**src/rtl/dual_motor_stall_guard_macros.svh**
```systemverilog
// Assertion macros for the dual motor stall guard.
// Each macro names a clock and an active-low reset, and takes its
// antecedent, its consequent and a message.
`ifndef DUAL_MOTOR_STALL_GUARD_MACROS_SVH
`define DUAL_MOTOR_STALL_GUARD_MACROS_SVH

// The consequent must hold in the same cycle as the antecedent.
`define DMSG_ASSERT_SAME(label, clk, rst_n, ante, cons, msg) \
    label: assert property (@(posedge clk) disable iff (!rst_n) (ante) |-> (cons)) \
        else $error(msg);

// The consequent must hold in the cycle after the antecedent.
`define DMSG_ASSERT_NEXT(label, clk, rst_n, ante, cons, msg) \
    label: assert property (@(posedge clk) disable iff (!rst_n) (ante) |=> (cons)) \
        else $error(msg);

`endif

```
**src/rtl/dmsg_pkg.sv**
```systemverilog
// ----------------------------------------------------------------------------
// dmsg_pkg
// Shared constants and types of the dual motor stall guard: register
// indices, reset values of the limit registers and the limit bundle.
// ----------------------------------------------------------------------------
`timescale 1ns / 1ps

package dmsg_pkg;

    localparam int COUNT_BITS_DEF = 16;

    localparam int DUTY_W  = 17;
    localparam int SPEED_W = 16;
    localparam int PWM_W   = 16;
    localparam int SLIM_W  = 15;
    localparam int HOLD_W  = 16;
    localparam int GRACE_W = 16;
    localparam int CFG_IDX_W  = 2;
    localparam int CFG_DATA_W = 16;

    localparam int IN_TDATA_W  = 72;
    localparam int OUT_TDATA_W = 8;

    typedef enum logic [CFG_IDX_W-1:0] {
        CFG_PWM_LIMIT   = 2'd0,
        CFG_SPEED_LIMIT = 2'd1,
        CFG_HOLD_TICKS  = 2'd2,
        CFG_GRACE_TICKS = 2'd3
    } t_cfg_index;

    localparam logic [PWM_W-1:0]   PWM_LIMIT_RST   = 16'd8000;
    localparam logic [SLIM_W-1:0]  SPEED_LIMIT_RST = 15'd2500;
    localparam logic [HOLD_W-1:0]  HOLD_TICKS_RST  = 16'd500;
    localparam logic [GRACE_W-1:0] GRACE_TICKS_RST = 16'd200;

    typedef struct packed {
        logic [PWM_W-1:0]  pwm_limit;
        logic [SLIM_W-1:0] speed_limit;
        logic [HOLD_W-1:0] hold_ticks;
    } t_wheel_limits;

endpackage

```
**src/rtl/dmsg_wheel.sv**
```systemverilog
// ----------------------------------------------------------------------------
// dmsg_wheel
// Stall test of one wheel: checks for high drive at low speed and works out
// the next value of the wheel's saturating hold count and its trip flag.
// ----------------------------------------------------------------------------
`timescale 1ns / 1ps

module dmsg_wheel #(
    parameter int COUNT_BITS = dmsg_pkg::COUNT_BITS_DEF
) (
    input  logic signed [dmsg_pkg::DUTY_W-1:0]  i_duty,
    input  logic signed [dmsg_pkg::SPEED_W-1:0] i_speed,
    input  logic [COUNT_BITS-1:0]               i_count,
    input  dmsg_pkg::t_wheel_limits             i_limits,
    output logic [COUNT_BITS-1:0]               o_count_next,
    output logic                                o_trip
);

    localparam int CmpBits = (COUNT_BITS > dmsg_pkg::HOLD_W) ? COUNT_BITS
                                                              : dmsg_pkg::HOLD_W;

    logic [dmsg_pkg::DUTY_W-1:0]  w_duty_mag;
    logic [dmsg_pkg::SPEED_W-1:0] w_speed_mag;
    logic                         w_high;
    logic                         w_slow;
    logic                         w_qualify;
    logic [COUNT_BITS-1:0]        w_count_inc;
    logic [CmpBits-1:0]           w_count_cmp;
    logic [CmpBits-1:0]           w_hold_cmp;

    // The most negative codes have magnitudes that still fit unsigned.
    assign w_duty_mag  = i_duty[dmsg_pkg::DUTY_W-1]
                       ? (dmsg_pkg::DUTY_W'(0) - $unsigned(i_duty)) : $unsigned(i_duty);
    assign w_speed_mag = i_speed[dmsg_pkg::SPEED_W-1]
                       ? (dmsg_pkg::SPEED_W'(0) - $unsigned(i_speed)) : $unsigned(i_speed);

    assign w_high    = w_duty_mag >= {1'b0, i_limits.pwm_limit};
    assign w_slow    = w_speed_mag < {1'b0, i_limits.speed_limit};
    assign w_qualify = w_high && w_slow;

    assign w_count_inc = (&i_count) ? i_count : (i_count + COUNT_BITS'(1));
    assign w_count_cmp = CmpBits'(w_count_inc);
    assign w_hold_cmp  = CmpBits'(i_limits.hold_ticks);

    assign o_count_next = w_qualify ? w_count_inc : '0;
    assign o_trip       = w_qualify && (w_count_cmp >= w_hold_cmp);

endmodule

```
**src/rtl/dual_motor_stall_guard.sv**
```systemverilog
// Pipeline: an accepted item is registered in the input stage; its result is
// registered in the result stage. Throughput: one item per cycle when not stalled.
// Back-pressure on the result side stalls both stages; the input side keeps
// taking items while the result register can move on.
// Reset (synchronous, active low) clears all guard state and loads the
// default limits.
// ----------------------------------------------------------------------------
// dual_motor_stall_guard
// Stall detector for a two-wheel drive with a startup grace period, per-wheel
// hold counters and a trip latch that holds until the drive is disabled.
// ----------------------------------------------------------------------------
`timescale 1ns / 1ps
`include "dual_motor_stall_guard_macros.svh"

module dual_motor_stall_guard #(
    parameter int COUNT_BITS = dmsg_pkg::COUNT_BITS_DEF
) (
    input  logic                                 i_clk,
    input  logic                                 i_rst_n,
    // tdata: drive_enabled[0], left_duty[17:1], right_duty[34:18],
    //        left_speed[50:35], right_speed[66:51], zero pad [71:67]
    input  logic                                 s_axis_tvalid,
    output logic                                 s_axis_tready,
    input  logic [dmsg_pkg::IN_TDATA_W-1:0]      s_axis_tdata,
    // tdata: stop_request[0], stall_latched[1], zero pad [7:2]
    output logic                                 m_axis_tvalid,
    input  logic                                 m_axis_tready,
    output logic [dmsg_pkg::OUT_TDATA_W-1:0]     m_axis_tdata,
    input  logic                                 i_cfg_valid,
    output logic                                 o_cfg_ready,
    input  logic [dmsg_pkg::CFG_IDX_W-1:0]       i_cfg_index,
    input  logic [dmsg_pkg::CFG_DATA_W-1:0]      i_cfg_data
);

    // Limit registers
    logic [dmsg_pkg::PWM_W-1:0]   r_pwm_limit;
    logic [dmsg_pkg::SLIM_W-1:0]  r_speed_limit;
    logic [dmsg_pkg::HOLD_W-1:0]  r_hold_ticks;
    logic [dmsg_pkg::GRACE_W-1:0] r_grace_ticks;

    // Input stage
    logic                                  r_in_valid;
    logic                                  r_in_enabled;
    logic signed [dmsg_pkg::DUTY_W-1:0]    r_in_left_duty;
    logic signed [dmsg_pkg::DUTY_W-1:0]    r_in_right_duty;
    logic signed [dmsg_pkg::SPEED_W-1:0]   r_in_left_speed;
    logic signed [dmsg_pkg::SPEED_W-1:0]   r_in_right_speed;

    // Guard state
    logic [COUNT_BITS-1:0]        r_left_count, n_left_count;
    logic [COUNT_BITS-1:0]        r_right_count, n_right_count;
    logic [dmsg_pkg::GRACE_W-1:0] r_grace_count, n_grace_count;
    logic                         r_tripped, n_tripped;
    logic                         r_was_enabled, n_was_enabled;

    // Result stage
    logic r_out_valid;
    logic r_out_stop, n_out_stop;
    logic r_out_latched, n_out_latched;

    logic                         w_advance;
    logic                         w_fire;
    logic [dmsg_pkg::GRACE_W-1:0] w_grace_base;
    dmsg_pkg::t_wheel_limits      w_limits;
    logic [COUNT_BITS-1:0]        w_left_next, w_right_next;
    logic                         w_left_trip, w_right_trip;

    assign o_cfg_ready = 1'b1;

    always_ff @(posedge i_clk) begin
        if (!i_rst_n) begin
            r_pwm_limit   <= dmsg_pkg::PWM_LIMIT_RST;
            r_speed_limit <= dmsg_pkg::SPEED_LIMIT_RST;
            r_hold_ticks  <= dmsg_pkg::HOLD_TICKS_RST;
            r_grace_ticks <= dmsg_pkg::GRACE_TICKS_RST;
        end else if (i_cfg_valid) begin
            unique case (dmsg_pkg::t_cfg_index'(i_cfg_index))
                dmsg_pkg::CFG_PWM_LIMIT:   r_pwm_limit   <= i_cfg_data;
                dmsg_pkg::CFG_SPEED_LIMIT: r_speed_limit <= i_cfg_data[dmsg_pkg::SLIM_W-1:0];
                dmsg_pkg::CFG_HOLD_TICKS:  r_hold_ticks  <= i_cfg_data;
                dmsg_pkg::CFG_GRACE_TICKS: r_grace_ticks <= i_cfg_data;
                default: ;
            endcase
        end
    end

    assign w_advance     = !r_out_valid || m_axis_tready;
    assign w_fire        = r_in_valid && w_advance;
    assign s_axis_tready = !r_in_valid || w_advance;

    always_ff @(posedge i_clk) begin
        if (!i_rst_n) begin
            r_in_valid <= 1'b0;
        end else if (s_axis_tready) begin
            r_in_valid <= s_axis_tvalid;
        end
    end

    always_ff @(posedge i_clk) begin
        if (s_axis_tvalid && s_axis_tready) begin
            r_in_enabled     <= s_axis_tdata[0];
            r_in_left_duty   <= s_axis_tdata[17:1];
            r_in_right_duty  <= s_axis_tdata[34:18];
            r_in_left_speed  <= s_axis_tdata[50:35];
            r_in_right_speed <= s_axis_tdata[66:51];
        end
    end

    assign w_limits = '{pwm_limit:   r_pwm_limit,
                        speed_limit: r_speed_limit,
                        hold_ticks:  r_hold_ticks};

    dmsg_wheel #(.COUNT_BITS(COUNT_BITS)) u_left (
        .i_duty       (r_in_left_duty),
        .i_speed      (r_in_left_speed),
        .i_count      (r_left_count),
        .i_limits     (w_limits),
        .o_count_next (w_left_next),
        .o_trip       (w_left_trip)
    );

    dmsg_wheel #(.COUNT_BITS(COUNT_BITS)) u_right (
        .i_duty       (r_in_right_duty),
        .i_speed      (r_in_right_speed),
        .i_count      (r_right_count),
        .i_limits     (w_limits),
        .o_count_next (w_right_next),
        .o_trip       (w_right_trip)
    );

    // The grace count restarts on the first enabled tick after a disabled one.
    assign w_grace_base = r_was_enabled ? r_grace_count : '0;

    always_comb begin
        n_left_count  = r_left_count;
        n_right_count = r_right_count;
        n_grace_count = r_grace_count;
        n_tripped     = r_tripped;
        n_was_enabled = r_was_enabled;
        n_out_stop    = 1'b0;
        n_out_latched = 1'b0;
        priority if (!r_in_enabled) begin
            n_left_count  = '0;
            n_right_count = '0;
            n_grace_count = '0;
            n_tripped     = 1'b0;
            n_was_enabled = 1'b0;
        end else if (r_tripped) begin
            n_out_latched = 1'b1;
        end else if (w_grace_base < r_grace_ticks) begin
            n_was_enabled = 1'b1;
            n_grace_count = w_grace_base + dmsg_pkg::GRACE_W'(1);
            n_left_count  = '0;
            n_right_count = '0;
        end else if (w_left_trip || w_right_trip) begin
            n_was_enabled = 1'b1;
            n_grace_count = w_grace_base;
            n_tripped     = 1'b1;
            n_left_count  = '0;
            n_right_count = '0;
            n_out_stop    = 1'b1;
            n_out_latched = 1'b1;
        end else begin
            n_was_enabled = 1'b1;
            n_grace_count = w_grace_base;
            n_left_count  = w_left_next;
            n_right_count = w_right_next;
        end
    end

    always_ff @(posedge i_clk) begin
        if (!i_rst_n) begin
            r_left_count  <= '0;
            r_right_count <= '0;
            r_grace_count <= '0;
            r_tripped     <= 1'b0;
            r_was_enabled <= 1'b0;
        end else if (w_fire) begin
            r_left_count  <= n_left_count;
            r_right_count <= n_right_count;
            r_grace_count <= n_grace_count;
            r_tripped     <= n_tripped;
            r_was_enabled <= n_was_enabled;
        end
    end

    always_ff @(posedge i_clk) begin
        if (!i_rst_n) begin
            r_out_valid <= 1'b0;
        end else if (w_advance) begin
            r_out_valid <= r_in_valid;
        end
    end

    always_ff @(posedge i_clk) begin
        if (w_fire) begin
            r_out_stop    <= n_out_stop;
            r_out_latched <= n_out_latched;
        end
    end

    assign m_axis_tvalid = r_out_valid;
    assign m_axis_tdata  = {{(dmsg_pkg::OUT_TDATA_W-2){1'b0}}, r_out_latched, r_out_stop};

    `DMSG_ASSERT_SAME(a_stop_implies_latched, i_clk, i_rst_n, r_out_valid && r_out_stop, r_out_latched, "stop request without latch")
    `DMSG_ASSERT_NEXT(a_trip_sets_latch, i_clk, i_rst_n, w_fire && n_out_stop, r_tripped, "trip did not set the latch")
    `DMSG_ASSERT_SAME(a_tripped_counts_clear, i_clk, i_rst_n, r_tripped, (r_left_count == '0) && (r_right_count == '0), "hold counts not clear while tripped")
    `DMSG_ASSERT_SAME(a_trip_needs_enable, i_clk, i_rst_n, !r_was_enabled, !r_tripped, "latch set while drive not enabled")

endmodule
```
**config.mk**
```make
export PLATFORM = sky130hd
export DESIGN_NAME = dual_motor_stall_guard
export DESIGN_NICKNAME = d
export VERILOG_FILES = /design/src/rtl/dmsg_pkg.sv /design/src/rtl/dmsg_wheel.sv /design/src/rtl/dual_motor_stall_guard.sv
export VERILOG_INCLUDE_DIRS = /design/src /design/src/rtl
export SDC_FILE = /design/constraint.sdc
export NUM_CORES = 1
export LEC_CHECK = 0
export BUFFER_PORTS_ARGS = -buffer_cell sky130_fd_sc_hd__buf_2
export CELL_PAD_IN_SITES_DETAIL_PLACEMENT = 2
export CELL_PAD_IN_SITES_GLOBAL_PLACEMENT = 2
export CORE_MARGIN = 2
export CORE_UTILIZATION = 40
export CTS_CLUSTER_SIZE = 12
export DETAILED_ROUTE_END_ITERATION = 16
export GPL_TIMING_DRIVEN = 1
export PLACE_DENSITY_LB_ADDON = 0.1
export SLEW_MARGIN = 20
export SYNTH_ARGS = -nofsm -noshare
export SYNTH_HDL_FRONTEND = slang
export SYNTH_SLANG_ARGS = --single-unit
```
**constraint.sdc**
```tcl
create_clock -name i_clk -period 6.53 [get_ports i_clk]
set_input_delay 1.959 -clock i_clk [delete_from_list [all_inputs] [get_ports i_clk]]
set_output_delay 1.959 -clock i_clk [all_outputs]
set_load 0.005 [all_outputs]
```
==> metrics.md <==
| Metric | Value |
|---|---|
| HP Class | `reg -> reg` |
| P_int | `1.93 mW` |
| Post-synth top flop | `dfxtp_1` |
| CTS tree | `yes` |
| Worst-Margin Slew | `0.974 ns` |
| Yosys cell types | `71` |
| Setup Viol. Count Final | `0` |
| Max Cap Violations | `0` |
| Hold violation count in the final report | `0` |
| Antenna cells | `0` |
| Most frequent cell after synthesis | `nand2_1` |
| Vias in the first global route | `9968` |
| CP cell instances | `and4_1, nand4_1, nor3_1, nand4_1, and2_0, and3_1, xnor2_1, inv_1, ha_1, nand4_1, a211oi_1, a211oi_1, o21a_1, nor4_1, or3_1, inv_2, a22o_1` |
| RSZ-0062 raised after global routing | `no` |
| Sequential fraction of the synthesis area | `39.3%` |
| Clk slew on worst S/H paths | `roughly 0.080 ns` |
| Clock buffer depth | `2` |
| GRT Residual Overflow | `0` |
| Worst endpoint required time | `6.88 ns` |
| Mean number of vias per cell | `about 5.5` |
| Largest cells by area after synthesis | `dfxtp_1 21%, edfxtp_1 19%, ha_1 13%, nand2_1 7.3%, xnor2_1 5.8%` |
| Cell Area, Synth | `11100 um2` |
| Setup TNS | `0 ns` |
| Flop-to-flop setup slack | `1.37 ns` |
| Crit path buf inv count | `2` |
| Clock share of power | `39.7%` |
| Switching Fraction | `27.3%` |
| Pwr/cell area | `212 nW/um2` |
| F_max | `0.194 GHz` |
| Worst vdd ir | `0.179 mV` |
| EDFF count, synth | `69` |
| Final total power | `2.66 mW` |
| Starting Density | `around two fifths` |
| Switch Pwr | `between 0.7 and 0.8 mW` |
| CP Data Arrival Time | `5.51 ns` |
| Syn. warnings | `0` |
| Worst-Skew Late Latency | `0.45 ns` |
| Commonest cells in the netlist | `215 x nand2_1, 115 x dfxtp_1, 114 x ha_1, 87 x inv_1, 74 x xnor2_1` |
| Cell family with most CP delay | `simple AND/OR/NAND/NOR gates` |
| Largest area contributor in the netlist | `dfxtp_1` |
| Die Ht | `171 um` |
| CTS Sinks | `between 150 and 200` |
| DRT Pass-1 Iters | `4` |
| Synth Area per Inst | `9.02 um2` |
| Detailed Route WL | `~33000 um` |
| Largest net degree at the start of global routing | `slightly above 80` |
| Die width | `171 um` |
| Synth-to-layout area growth | `12.6%` |
| Type of the worst setup path | `reg -> reg` |
| CORE AREA | `27600 um2` |
| Port Buffers | `between 90 and 100` |
| Post-Synthesis Cells | `1233` |
| TritonCTS Buffers | `17` |
| Slowest stage delay, CP | `0.58 ns` |
| Final max-slew violation count | `0` |
| # DRC | `0` |
| Critical Path Source Type | `flip-flop` |
| Slew HR | `35.1%` |
| Post CTS Setup Buffer Count | `0` |
| Initial antenna violation count | `0` |
| Register share of total power | `47.9%` |
| Share of cells above drive strength 1 | `roughly an eighth` |
| Routed Antenna Nets | `0` |
| Final Cycle Share | `79.0%` |
| Placer Congestion | `between 0.7 and 0.8` |
| Tot GR Track Use | `23.5%` |
| Most Frequent Cell on Critical Path | `nand4_1` |
| DIE AREA | `29200 um2` |
| Vias | `slightly above 9000` |
| Min cycle time layout | `5.16 ns` |
| Lkg Pwr | `5.07 nW` |
| Nets@finish | `1522` |
| # H-tree levels | `4` |
| Starting DRC count in detailed routing | `430` |
| Rows | `61` |
| Detail Placement HPWL | `24900 um` |
| First-pass GRT wire length | `53500 um` |
| Clock Tree Root | `clkbuf_16` |
| Worst-path fanout max | `9` |
| Post-CTS resize count | `0` |
| Number of hold buffers added after CTS | `0` |
| Comb power frac | `12.4%` |
| CP endpoint kind | `flip-flop` |
| Status | `finished clean` |
| Fraction of registers with async set/reset | `0%` |
| Io pins | `around 110` |
| Yosys top cell area share | `20.7%` |
| Synth Register Bits | `184` |
| Wire per inst | `19.5 um` |
| Clk_skew | `about 0.017 ns` |
| Slowest CP cell | `nor4_1` |
path summary, 6_finish.rpt:
| path | from | endpoint | cells past startpoint |
|---|---|---|---|
| worst max-delay path | r_left_count[4]$_SDFFE_PN0P_ | r_right_count[13]$_SDFFE_PN0P_ | 17 |
| worst min register to register | r_grace_count[12]$_SDFFE_PN0P_ | r_grace_count[12]$_SDFFE_PN0P_ | 2 |
| worst max register to register | r_left_count[4]$_SDFFE_PN0P_ | r_right_count[13]$_SDFFE_PN0P_ | 17 |
| worst min-delay path | r_grace_count[12]$_SDFFE_PN0P_ | r_grace_count[12]$_SDFFE_PN0P_ | 2 |
worst min-delay path: cells and delay by family (launching register included):
kind	cells	cell delay, ns
flops	1	0.33
simple gates	1	0.05
compound gates	1	0.05
through the flow:
stage	worst slack (ns)	instances	util, %	cell area (um2)	hold WS [ns]
global route	0.939	1704	45.4	12500	0.494
global placement	1.53	1672	43.3	11900	0.426
detailed placement	1.44	1672	43.3	11900	0.453
CTS	1.36	1704	45.4	12500	0.468
finish	1.37	1704	45.4	12500	0.459
floorplan	2.34	1238	-	11100	0.417
kinds of logic (layout without fill, tap and decap cells):
family                   count (synthesis)  after routing  share of synthesized area (%)
adder cells (fa/ha/maj)                114            114                           12.8
buffers and inverters                  132            220                           4.84
other                                    2              7                         0.0675
AO/OA/AOI/OAI                          271            271                           17.0
flip-flops                             184            184                           39.3
multiplexers                             3              3                          0.304
XOR/XNOR                                79             79                           6.22
AND/OR/NAND/NOR                        448            448                           19.5
area by class of cell:
cell class | instances | area (um2)
multi-input combinational | 922 | 6230
timing repair buffer | 100 | 518
tap | 378 | 473
sequential | 184 | 4370
clock inverter | 10 | 81.3
inverter | 88 | 330
fill | 3045 | 15000
clock buffer | 22 | 507
layer usage:
metal / routed length (um) / vias to the layer above / GRT usage, %
li1: - / 4498 / -
met1: 14900 / 4624 / 29.8
met2: 17000 / 124 / 41.9
met3: 699 / 43 / 2.98
met4: 639 / 0 / 6.80
met5: 0 / - / 0
power groups by stage:
stage                     Combinational [mW]  Sequential (mW)  Clock, mW
after CTS                              0.333             1.27       1.08
after global routing                   0.373             1.28       1.12
after detailed placement               0.327             1.30          0
after floorplan                        0.218             1.28          0
final                                  0.328             1.27       1.05
after global placement                 0.304             1.30          0
placed cells by master, fill, tap and decap left out, types with 30 or more instances in the layout:
master | synthesis | routed
inv_1 | 87 | 87
o21ai_0 | 50 | 50
xnor2_1 | 74 | 74
a21boi_0 | 48 | 48
nand2_1 | 215 | 215
buf_2 | 1 | 93
ha_1 | 114 | 114
nor2_1 | 43 | 43
a21oi_1 | 46 | 46
nand3_1 | 30 | 30
edfxtp_1 | 69 | 69
dfxtp_1 | 115 | 115
registers in the layout, indices dropped and copies added, names as in the netlist:
register	count
r_speed_limit	15
r_in_valid	1
r_right_count	16
r_grace_ticks	16
r_in_left_duty	17
r_out_latched	1
r_in_enabled	1
r_in_right_duty	17
r_pwm_limit	16
r_out_stop	1
m_axis_tvalid	1
r_was_enabled	1
r_in_left_speed	16
r_grace_count	16
r_left_count	16
r_tripped	1
r_hold_ticks	16
r_in_right_speed	16
(Power assumes the default switching activity.)
